<file path="src/rtl/rma_pkg.sv">
// Shared types and constants for the rotation matrix accumulator.
// Item kind codes, sequencer states, CORDIC arctangent steps and gain.
// No dependencies.
`default_nettype none

package rma_pkg;

  // Width of the vector fields and the transformed result
  localparam int VEC_WIDTH = 32;

  // CORDIC gain as a 32-bit fraction
  localparam logic [63:0] GAIN_Q32 = 64'd2608131496;

  typedef enum logic [2:0] {
    KIND_IDENT = 3'd0,
    KIND_ROT_X = 3'd1,
    KIND_ROT_Y = 3'd2,
    KIND_ROT_Z = 3'd3,
    KIND_XFORM = 3'd4
  } rma_kind_e;

  typedef enum logic [2:0] {
    ST_IDLE,
    ST_ROT,
    ST_MAC,
    ST_DRAIN,
    ST_DELIVER
  } rma_state_e;

  // Arctangent of 2^-i in binary angle units; zero from step 31 on
  function automatic logic [31:0] atan_step(input logic [5:0] idx);
    logic [31:0] r;
    case (idx)
      6'd0:    r = 32'd536870912;
      6'd1:    r = 32'd316933406;
      6'd2:    r = 32'd167458907;
      6'd3:    r = 32'd85004756;
      6'd4:    r = 32'd42667331;
      6'd5:    r = 32'd21354465;
      6'd6:    r = 32'd10679838;
      6'd7:    r = 32'd5340245;
      6'd8:    r = 32'd2670163;
      6'd9:    r = 32'd1335087;
      6'd10:   r = 32'd667544;
      6'd11:   r = 32'd333772;
      6'd12:   r = 32'd166886;
      6'd13:   r = 32'd83443;
      6'd14:   r = 32'd41722;
      6'd15:   r = 32'd20861;
      6'd16:   r = 32'd10430;
      6'd17:   r = 32'd5215;
      6'd18:   r = 32'd2608;
      6'd19:   r = 32'd1304;
      6'd20:   r = 32'd652;
      6'd21:   r = 32'd326;
      6'd22:   r = 32'd163;
      6'd23:   r = 32'd81;
      6'd24:   r = 32'd41;
      6'd25:   r = 32'd20;
      6'd26:   r = 32'd10;
      6'd27:   r = 32'd5;
      6'd28:   r = 32'd3;
      6'd29:   r = 32'd1;
      6'd30:   r = 32'd1;
      default: r = 32'd0;
    endcase
    return r;
  endfunction

  // Gain rounded half up to frac fraction bits (elaboration only)
  function automatic logic [63:0] cordic_gain(input int frac);
    logic [63:0] r;
    if (frac >= 32) begin
      r = GAIN_Q32 << (frac - 32);
    end else begin
      r = (GAIN_Q32 + (64'd1 << (31 - frac))) >> (32 - frac);
    end
    return r;
  endfunction

endpackage

`default_nettype wire

</file>
<file path="src/rtl/rma_cordic.sv">
// Iterative CORDIC sine/cosine unit, one micro-rotation per cycle.
// Depends on rma_pkg (arctangent steps, gain).
`default_nettype none

module rma_cordic #(
  parameter int WORD_WIDTH   = 32,
  parameter int CORDIC_STEPS = 24
) (
  input  logic                         clk_i,
  input  logic                         rst_ni,
  input  logic                         start_i,
  input  logic signed [31:0]           angle_i,
  output logic                         done_o,
  output logic signed [WORD_WIDTH-1:0] cos_o,
  output logic signed [WORD_WIDTH-1:0] sin_o,
  output logic signed [WORD_WIDTH-1:0] nsin_o
);

  localparam int Frac = WORD_WIDTH - 2;
  localparam int XW   = WORD_WIDTH + 1;
  localparam int ZW   = 34;
  localparam int CW   = $clog2(CORDIC_STEPS);
  localparam logic [63:0]          Gain     = rma_pkg::cordic_gain(Frac);
  localparam logic [CW-1:0]        LastStep = CW'(CORDIC_STEPS - 1);
  localparam logic signed [ZW-1:0] Quarter  = 34'sd1073741824;
  localparam logic signed [ZW-1:0] Half     = 34'sd2147483648;

  logic                 busy_q, fin_q, done_q;
  logic [CW-1:0]        cnt_q;
  logic signed [XW-1:0] x_q, y_q, x_d, y_d, dx, dy;
  logic signed [ZW-1:0] z_q, z_d, z0, ang, st;
  logic                 flip_q, flip0;
  logic signed [XW-1:0] c_full, s_full, ns_full;
  logic signed [WORD_WIDTH-1:0] cos_q, sin_q, nsin_q;

  // fold into [-pi/2, pi/2]
  always_comb begin
    ang   = ZW'(angle_i);
    z0    = ang;
    flip0 = 1'b0;
    if (ang > Quarter) begin
      z0    = ang - Half;
      flip0 = 1'b1;
    end else if (ang < -Quarter) begin
      z0    = ang + Half;
      flip0 = 1'b1;
    end
  end

  always_comb begin
    dx = y_q >>> cnt_q;
    dy = x_q >>> cnt_q;
    st = $signed(ZW'(rma_pkg::atan_step(6'(cnt_q))));
    if (!z_q[ZW-1]) begin
      x_d = x_q - dx;
      y_d = y_q + dy;
      z_d = z_q - st;
    end else begin
      x_d = x_q + dx;
      y_d = y_q - dy;
      z_d = z_q + st;
    end
    c_full  = flip_q ? -x_q : x_q;
    s_full  = flip_q ? -y_q : y_q;
    ns_full = flip_q ? y_q : -y_q;
  end

  always_ff @(posedge clk_i or negedge rst_ni) begin
    if (!rst_ni) begin
      busy_q <= 1'b0;
      fin_q  <= 1'b0;
      done_q <= 1'b0;
      cnt_q  <= '0;
    end else begin
      done_q <= fin_q;
      fin_q  <= 1'b0;
      if (start_i) begin
        busy_q <= 1'b1;
        cnt_q  <= '0;
      end else if (busy_q) begin
        cnt_q <= cnt_q + 1'b1;
        if (cnt_q == LastStep) begin
          busy_q <= 1'b0;
          fin_q  <= 1'b1;
        end
      end
    end
  end

  always_ff @(posedge clk_i) begin
    if (start_i) begin
      x_q    <= XW'(Gain);
      y_q    <= '0;
      z_q    <= z0;
      flip_q <= flip0;
    end else if (busy_q) begin
      x_q <= x_d;
      y_q <= y_d;
      z_q <= z_d;
    end
    if (fin_q) begin
      cos_q  <= c_full[WORD_WIDTH-1:0];
      sin_q  <= s_full[WORD_WIDTH-1:0];
      nsin_q <= ns_full[WORD_WIDTH-1:0];
    end
  end

  assign done_o = done_q;
  assign cos_o  = cos_q;
  assign sin_o  = sin_q;
  assign nsin_o = nsin_q;

endmodule

`default_nettype wire

</file>
<file path="config.mk">
export PLATFORM = sky130hd
export DESIGN_NAME = rma_cordic
export DESIGN_NICKNAME = d
export VERILOG_FILES = /design/src/rtl/rma_pkg.sv /design/src/rtl/rma_cordic.sv
export SDC_FILE = /design/constraint.sdc
export NUM_CORES = 1
export LEC_CHECK = 0
export BUFFER_PORTS_ARGS = -buffer_cell sky130_fd_sc_hd__buf_2
export CAP_MARGIN = 10
export CELL_PAD_IN_SITES_DETAIL_PLACEMENT = 0
export CELL_PAD_IN_SITES_GLOBAL_PLACEMENT = 1
export CORE_ASPECT_RATIO = 1.5
export CORE_MARGIN = 5
export CORE_UTILIZATION = 44
export CTS_CLUSTER_SIZE = 25
export DETAILED_ROUTE_END_ITERATION = 6
export PLACE_DENSITY = 0.75
export SLEW_MARGIN = 10
export SYNTH_ARGS = -nofsm -noshare
export SYNTH_HDL_FRONTEND = slang
export SYNTH_SLANG_ARGS = --single-unit
</file>
<file path="constraint.sdc">
create_clock -name clk_i -period 7.03 [get_ports clk_i]
set_input_delay 0.3515 -clock clk_i [delete_from_list [all_inputs] [get_ports clk_i]]
set_output_delay 0.3515 -clock clk_i [all_outputs]
set_load 0.1 [all_outputs]
</file>
# ---- After elaboration in Yosys (flattened, before gate mapping)
# Memories as Yosys holds them, arrays and structs flattened.
# Index checks and enable logic that the tools add are counted.
dict set report word_totals {
  latchBits 0
  n_memories 1
  reg_bits 205
  ram_bits 0
  romBits 960
  elab_cells 48
  output_inout_bits 97
}
# memory words word_bits read_ports rd_ports_with_merged_regs write_ports line_no
set memory_table {}
lappend memory_table {{(no name shown)} 32 30 1 0 0 rma_pkg.sv:33} ;# case (idx)
dict set report op_classes {
  reduce_logical 1
  add_sub_neg 11
  shift 2
  n_mul 0
  div_mod_pow 0
  bitwise 0
  eq_ne 1
  n_mux 19
  n_lt_le_gt_ge 2
}
# cell n
set op_table {}
lappend op_table {{34-bit 2-to-1 mux} 5}
lappend op_table {{32-bit 2-to-1 mux} 3}
lappend op_table {{33-bit adder} 2}
lappend op_table {{33-bit 2-to-1 mux} 2}
lappend op_table {{33-bit by 5-bit >>> shifter with 33-bit output} 2}
lappend op_table {{33-bit subtractor} 2}
lappend op_table {{32-bit negator} 2}
lappend op_table {{32-bit by 33-bit adder with 34-bit output, second input constant} 1}
lappend op_table {{34-bit by 33-bit adder with 34-bit output} 1}
lappend op_table {{32-bit by 33-bit subtractor with 34-bit output, second input constant} 1}
lappend op_table {{34-bit by 33-bit subtractor with 34-bit output} 1}
lappend op_table {{32-bit > comparator, second input constant} 1}
lappend op_table {{32-bit by 31-bit < comparator with 1-bit output, second input constant} 1}
lappend op_table {{5-bit 2-to-1 mux} 2}
lappend op_table {{1-bit 2-to-1 mux} 7}
lappend op_table {{5-bit by 1-bit adder with 5-bit output, second input constant} 1}
lappend op_table {{5-bit equality test, second input constant} 1}
lappend op_table {{2-bit nonzero test} 1}

# ---- Logic depth before layout (Yosys ltp)
# An unclocked memory read counts as a cell.
dict set report logic_depth {
  word_depth 5
  depth_mapped 30
  mapped_depth_nobuf 24
}

# ---- Least setup slack after synthesis
# OpenSTA, ideal clock, no wires.
dict set report synth_timing {
  path_kind {reg2reg}
  startpoint {reg cnt_q[4]}
  endpoint {reg x_q[32]}
  arrival_time_ps 6426
  slack_ps 474
  period_less_slack_ps 6556
  required_ps 6900
  n_path_buf 10
  path_stages_with_launch 30
  cell_sequence {dfrtp_1 > buf_2 > buf_2 > clkbuf_1 > buf_2 > buf_2 > buf_2 > buf_1 > buf_2 > clkbuf_1 > buf_1 > nor2_1 > nor2_1 > ha_1 > and4_1 > and2_1 > nor2_1 > xnor2_1 > ha_1 > a21o_1 > a2111oi_0 > a2111oi_0 > o21ai_0 > o211ai_1 > o41ai_1 > nor3_1 > a2111oi_0 > xnor2_1 > a21o_1 > a21oi_2}
}
dict set report synth_via {
  elab_chain_cells 3
}
# item line_no
set synth_rtl {}
lappend synth_rtl {{start: declaration} rma_cordic.sv:29} ;# logic [CW-1:0] cnt_q;
lappend synth_rtl {{start signal: assignment} rma_cordic.sv:81} ;# cnt_q <= cnt_q + 1'b1;
lappend synth_rtl {{33-bit by 5-bit >>> shifter with 33-bit output *} rma_cordic.sv:51} ;# dx = y_q >>> cnt_q;
lappend synth_rtl {{33-bit subtractor / 33-bit adder (equally long branches)} {rma_cordic.sv:55, rma_cordic.sv:59}}
lappend synth_rtl {{33-bit 2-to-1 mux *} rma_cordic.sv:54} ;# if (!z_q[ZW-1]) begin
lappend synth_rtl {{end signal: assignment} rma_cordic.sv:92} ;# x_q <= XW'(Gain);
lappend synth_rtl {{end: declaration} rma_cordic.sv:30} ;# logic signed [XW-1:0] x_q, y_q, x_d, y_d, dx, dy;
# Every way passes the cells marked *; elsewhere a longest branch is shown, timed or not.
# A chain may end at the register's enable or synchronous reset.

# ---- Worst setup path in the final report
dict set report layout_timing {
  startpoint {reg cnt_q[2]}
  endpoint {reg y_q[32]}
}
dict set report layout_via {
  elab_chain_cells 3
}
# item line_no
set layout_rtl {}
lappend layout_rtl {{33-bit by 5-bit >>> shifter with 33-bit output *} rma_cordic.sv:52} ;# dy = x_q >>> cnt_q;
lappend layout_rtl {{33-bit adder / 33-bit subtractor (equally long branches)} {rma_cordic.sv:56, rma_cordic.sv:60}}
lappend layout_rtl {{33-bit 2-to-1 mux *} rma_cordic.sv:54}
lappend layout_rtl {{end signal: assignment} rma_cordic.sv:98} ;# y_q <= y_d;
lappend layout_rtl {{end: declaration} rma_cordic.sv:30}
# Marks and branches as above.

==> report_table.html <==
<table>
<tr><th>Metric</th><th>Value</th></tr>
<tr><th colspan="2">CTS</th></tr>
<tr><td>CTS Sinks</td><td>204</td></tr>
<tr><td>Total number of H-tree levels</td><td>1</td></tr>
<tr><td>Maximum clock insertion buffer count</td><td>3</td></tr>
<tr><td>CTS Buf Count</td><td>24</td></tr>
<tr><td>Worst-skew pair later-pin latency</td><td>approximately 0.56 ns</td></tr>
<tr><td>Post-CTS clock slew at the launch and capture registers of the worst setup and hold paths</td><td>0.07 ns</td></tr>
<tr><td>TritonCTS clock tree</td><td>yes</td></tr>
<tr><td>Clock tree root driver cell</td><td>sky130_fd_sc_hd__clkbuf_16</td></tr>
<tr><th colspan="2">Route</th></tr>
<tr><td>Drt first-iter violations</td><td>~1200</td></tr>
<tr><td>Antenna-violating nets left</td><td>0</td></tr>
<tr><td>Remaining DRCs</td><td>0</td></tr>
<tr><td>Number of detailed-routing iterations run before antenna repair</td><td>5</td></tr>
<tr><td>Final routed wire length divided by cell count</td><td>23.9 µm</td></tr>
<tr><td>Via count of the routed design</td><td>19000</td></tr>
<tr><td>Via/cell ratio</td><td>slightly above 6</td></tr>
<tr><td>Wire length reported by the detailed router</td><td>73600 µm</td></tr>
<tr><th colspan="2">Synthesis</th></tr>
<tr><td>Unique masters post-synth</td><td>92</td></tr>
<tr><td>Cell count after synthesis</td><td>2349</td></tr>
<tr><td>Area leader, netlist</td><td>sky130_fd_sc_hd__edfxtp_1</td></tr>
<tr><td>Cell with the most instances after synthesis</td><td>sky130_fd_sc_hd__nand2_1</td></tr>
<tr><td>Yosys reg bits</td><td>204</td></tr>
<tr><td>Cell Area, Synth</td><td>20600 µm²</td></tr>
<tr><td>Post-synth top area share</td><td>0.190</td></tr>
<tr><td>Count of flip-flops with a built-in enable after synthesis</td><td>130</td></tr>
<tr><td>Number of nets produced by synthesis</td><td>2499</td></tr>
<tr><td>Cells taking the most area after synthesis</td><td>sky130_fd_sc_hd__edfxtp_1, sky130_fd_sc_hd__mux4_2, sky130_fd_sc_hd__ha_1</td></tr>
<tr><td>Sequential area share after synthesis</td><td>0.264</td></tr>
<tr><td>Number of warnings issued by yosys</td><td>0</td></tr>
<tr><td>Ys flop type</td><td>sky130_fd_sc_hd__edfxtp_1</td></tr>
<tr><td>Share of async-settable or async-resettable flops after synthesis</td><td>0.0392</td></tr>
<tr><td>Commonest cells in the synthesized netlist</td><td>sky130_fd_sc_hd__nand2_1, sky130_fd_sc_hd__a21oi_1, sky130_fd_sc_hd__nor2_1, sky130_fd_sc_hd__o21ai_0, sky130_fd_sc_hd__xnor2_1</td></tr>
<tr><td>Average instance area after synthesis</td><td>between 8 and 9 µm²</td></tr>
<tr><th colspan="2">Worst setup path</th></tr>
<tr><td>CP max FO</td><td>22</td></tr>
<tr><td>Setup crit end kind</td><td>flop</td></tr>
<tr><td>Capturing point of the worst reg2reg path</td><td>y_q[32]</td></tr>
<tr><td>Worst setup path category</td><td>flop to flop</td></tr>
<tr><td>Crit path max-delay cell type</td><td>sky130_fd_sc_hd__or4_1</td></tr>
<tr><td>Number of cells on the worst reg-to-reg path</td><td>25</td></tr>
<tr><td>Required time reported for the critical path endpoint</td><td>7.48 ns</td></tr>
<tr><td>Worst EP arrival</td><td>7.10 ns</td></tr>
<tr><td>Stage delay of the slowest cell on the critical path</td><td>0.62 ns</td></tr>
<tr><td>Register-to-register path setup slack</td><td>0.38 ns</td></tr>
<tr><td>Critical R2R Launch</td><td>cnt_q[2]</td></tr>
<tr><td>Cell class contributing the biggest share of worst-path delay</td><td>compound AO/OA/AOI/OAI gates</td></tr>
<tr><td>Worst Path Buf+Inv</td><td>4</td></tr>
<tr><td>CP Launch Type</td><td>flop</td></tr>
<tr><th colspan="2">Floorplanning</th></tr>
<tr><td>Die Y-Extent</td><td>275 µm</td></tr>
<tr><td>Placeable core region</td><td>around 46000 µm²</td></tr>
<tr><td>Starting density of the core</td><td>0.442</td></tr>
<tr><td>Row count</td><td>97</td></tr>
<tr><td>Die footprint</td><td>~51000 µm²</td></tr>
<tr><td>I/O pin total</td><td>between 100 and 150</td></tr>
<tr><td>Die width</td><td>186 µm</td></tr>
<tr><th colspan="2">GRT</th></tr>
<tr><td>Antenna violations before repair</td><td>1</td></tr>
<tr><td>Sum of overflow across all layers after global routing</td><td>0</td></tr>
<tr><td>Via count of the first global-routing pass</td><td>about 19000</td></tr>
<tr><td>First-pass GRT wire length</td><td>111000 µm</td></tr>
<tr><td>Pin count of the biggest net entering global routing</td><td>83</td></tr>
<tr><td>Tot GR Track Use</td><td>0.275</td></tr>
<tr><th colspan="2">Timing</th></tr>
<tr><td>Final setup violation count</td><td>0</td></tr>
<tr><td>Final Max Tran Viols</td><td>0</td></tr>
<tr><td>Hold WS</td><td>around 0.076 ns</td></tr>
<tr><td>Share of the clock period used by the worst path after layout</td><td>0.946</td></tr>
<tr><td>Clock Skew</td><td>0.0231 ns</td></tr>
<tr><td>Sum of negative setup slack</td><td>0 ns</td></tr>
<tr><td>Actual slew at the worst max-slew pin</td><td>1.21 ns</td></tr>
<tr><td>Highest attainable clock frequency</td><td>about 0.15 GHz</td></tr>
<tr><td>Tightest slew margin relative to the limit</td><td>0.174</td></tr>
<tr><td>Final hold violation count</td><td>0</td></tr>
<tr><td>Post-layout minimum cycle time</td><td>6.65 ns</td></tr>
<tr><td>Final worst slack</td><td>roughly 0.38 ns</td></tr>
<tr><td>Setup repair after global routing missed its margin</td><td>false</td></tr>
<tr><th colspan="2">Hold path</th></tr>
<tr><td>Hold endpoint</td><td>z_q[12]</td></tr>
<tr><td>Startpoint of the most critical hold path</td><td>angle_i[12]</td></tr>
<tr><td>Count of cells along the worst hold path</td><td>3</td></tr>
<tr><td>Path type of the worst min-delay path</td><td>primary input to flop</td></tr>
<tr><th colspan="2">Cells and area</th></tr>
<tr><td>Number of diodes added for antenna fixing</td><td>0</td></tr>
<tr><td>Share of cells above drive strength 1</td><td>0.183</td></tr>
<tr><td>Core occupancy in the finished layout</td><td>0.496</td></tr>
<tr><td>Final design area excluding fillers</td><td>23100 µm²</td></tr>
<tr><td>Number of fillers in the final layout</td><td>4500</td></tr>
<tr><td>Area of all sequential standard cells</td><td>5440 µm²</td></tr>
<tr><td>Area of the multi-input gates</td><td>between 10000 and 15000 µm²</td></tr>
<tr><td>Post-route insts no fill</td><td>slightly above 3000</td></tr>
<tr><td>Number of nets in the layout</td><td>2613</td></tr>
<tr><td>Area added between synthesis and finish</td><td>12.3%</td></tr>
<tr><th colspan="2">Placed design</th></tr>
<tr><td>Cell area reported after detailed placement</td><td>22200 µm²</td></tr>
<tr><td>Number of port buffers</td><td>131</td></tr>
<tr><td>Placer congestion estimate</td><td>0.997</td></tr>
<tr><td>Setup slack after placement</td><td>0.194 ns</td></tr>
<tr><td>Dpl cells</td><td>3020</td></tr>
<tr><td>Detailed placement HPWL</td><td>approximately 57000 µm</td></tr>
<tr><th colspan="2">Power</th></tr>
<tr><td>Portion of total power attributed to combinational logic</td><td>0.728</td></tr>
<tr><td>Largest voltage drop on the vdd net</td><td>0.000309 V</td></tr>
<tr><td>Net switching component of the power</td><td>6.39 mW</td></tr>
<tr><td>Share of power burned in the clock network</td><td>0.098</td></tr>
<tr><td>Sequential Power Share</td><td>0.175</td></tr>
<tr><td>Static leakage</td><td>9.61 nW</td></tr>
<tr><td>Switching portion of total power</td><td>0.492</td></tr>
<tr><td>Post-route total power</td><td>13.0 mW</td></tr>
<tr><td>Cell internal pwr</td><td>6.60 mW</td></tr>
<tr><td>Areal power density over the cells</td><td>563 nW/µm²</td></tr>
<tr><th colspan="2">Outcome</th></tr>
<tr><td>Run status</td><td>finished, final reports clean</td></tr>
<tr><th colspan="2">Job</th></tr>
<tr><td>Max-cap violation count</td><td>0</td></tr>
</table>
worst max-delay path by stage:
stage	startpoint	end	slack, ns	cells past startpoint
after global routing	cnt_q[2]	y_q[32]	0.008	25
final	cnt_q[2]	y_q[32]	0.38	25
after CTS	cnt_q[0]	x_q[32]	0.17	25
after detailed placement	cnt_q[0]	x_q[32]	0.19	25
after global placement	cnt_q[0]	x_q[32]	0.26	25
after floorplan	cnt_q[4]	x_q[32]	0.47	29
repair_timing:
item	4_1_cts	5_1_grt
hold buffers	1	0
buffers inserted	0	10
endpoints found under the setup margin	0	8
resized for setup	0	5
endpoints found under the hold margin	8	0
metal layers:
metal / global-route usage / up-vias / wire length, µm
li1: - / 8933 / -
met1: 0.291 / 9148 / 26600
met2: 0.519 / 691 / 37900
met3: 0.0329 / 234 / 3770
met4: 0.164 / 0 / 5330
met5: 0 / - / 0
tightest hold or removal path, cell delays in order:
cell and delay, ns:
sky130_fd_sc_hd__buf_2 0.09, sky130_fd_sc_hd__nand2_1 0.05, sky130_fd_sc_hd__nand2_1 0.04
registers in the layout, indices dropped and copies added (netlist names):
register	flops
sin_o	32
x_q	33
busy_q	1
flip_q	1
done_o	1
z_q	34
fin_q	1
nsin_o	31
cnt_q	5
y_q	33
cos_o	32
kinds of logic (layout without fill, tap and decap cells):
logic type / after synthesis / in the layout / share of synthesized area
flops: 204 / 204 / 0.264
mux: 182 / 182 / 0.140
simple gates: 706 / 706 / 0.164
xor+xnor: 260 / 260 / 0.111
buf+inv: 224 / 356 / 0.0460
fa+ha+maj: 115 / 115 / 0.0711
compound gates: 658 / 658 / 0.205
layout make-up:
cell class,instances,area share
multi-input cells,1921,0.615
clock buffers,31,0.0290
well taps,594,0.0322
flip-flops and latches,204,0.236
inverters,52,0.00846
clock inverters,13,0.00499
repair buffers,260,0.0741
power groups by stage:
| stage | logic, mW | clock network [mW] | registers [mW] |
|---|---|---|---|
| floorplan | 7.25 | 0 | 1.89 |
| global placement | 9.22 | 0 | 2.27 |
| detailed placement | 9.33 | 0 | 2.28 |
| CTS | 9.40 | 1.30 | 2.25 |
| global route | 10.4 | 1.35 | 2.29 |
| finish | 9.45 | 1.27 | 2.27 |
placed cells by master, fill, tap and decap left out, types with 21 or more instances in the layout:
cell type / n
sky130_fd_sc_hd__edfxtp_1: 130
sky130_fd_sc_hd__o21ai_0: 162
sky130_fd_sc_hd__a211oi_1: 32
sky130_fd_sc_hd__nand2b_1: 47
sky130_fd_sc_hd__or3_1: 21
sky130_fd_sc_hd__nand3_1: 32
sky130_fd_sc_hd__nor2_1: 171
sky130_fd_sc_hd__mux2_2: 31
sky130_fd_sc_hd__mux2i_1: 71
sky130_fd_sc_hd__a21oi_1: 177
sky130_fd_sc_hd__o21a_1: 22
sky130_fd_sc_hd__a31oi_1: 27
sky130_fd_sc_hd__xnor2_1: 156
sky130_fd_sc_hd__nand2_1: 254
sky130_fd_sc_hd__a21o_1: 53
sky130_fd_sc_hd__buf_4: 122
sky130_fd_sc_hd__buf_2: 130
sky130_fd_sc_hd__nor3_1: 34
sky130_fd_sc_hd__mux4_2: 73
sky130_fd_sc_hd__ha_1: 112
sky130_fd_sc_hd__xor2_1: 104
sky130_fd_sc_hd__dfxtp_1: 66
sky130_fd_sc_hd__inv_1: 48
sky130_fd_sc_hd__nor2b_1: 30
sky130_fd_sc_hd__o31ai_1: 21
sky130_fd_sc_hd__clkbuf_16: 25
Power figures use the tool's default switching activity.
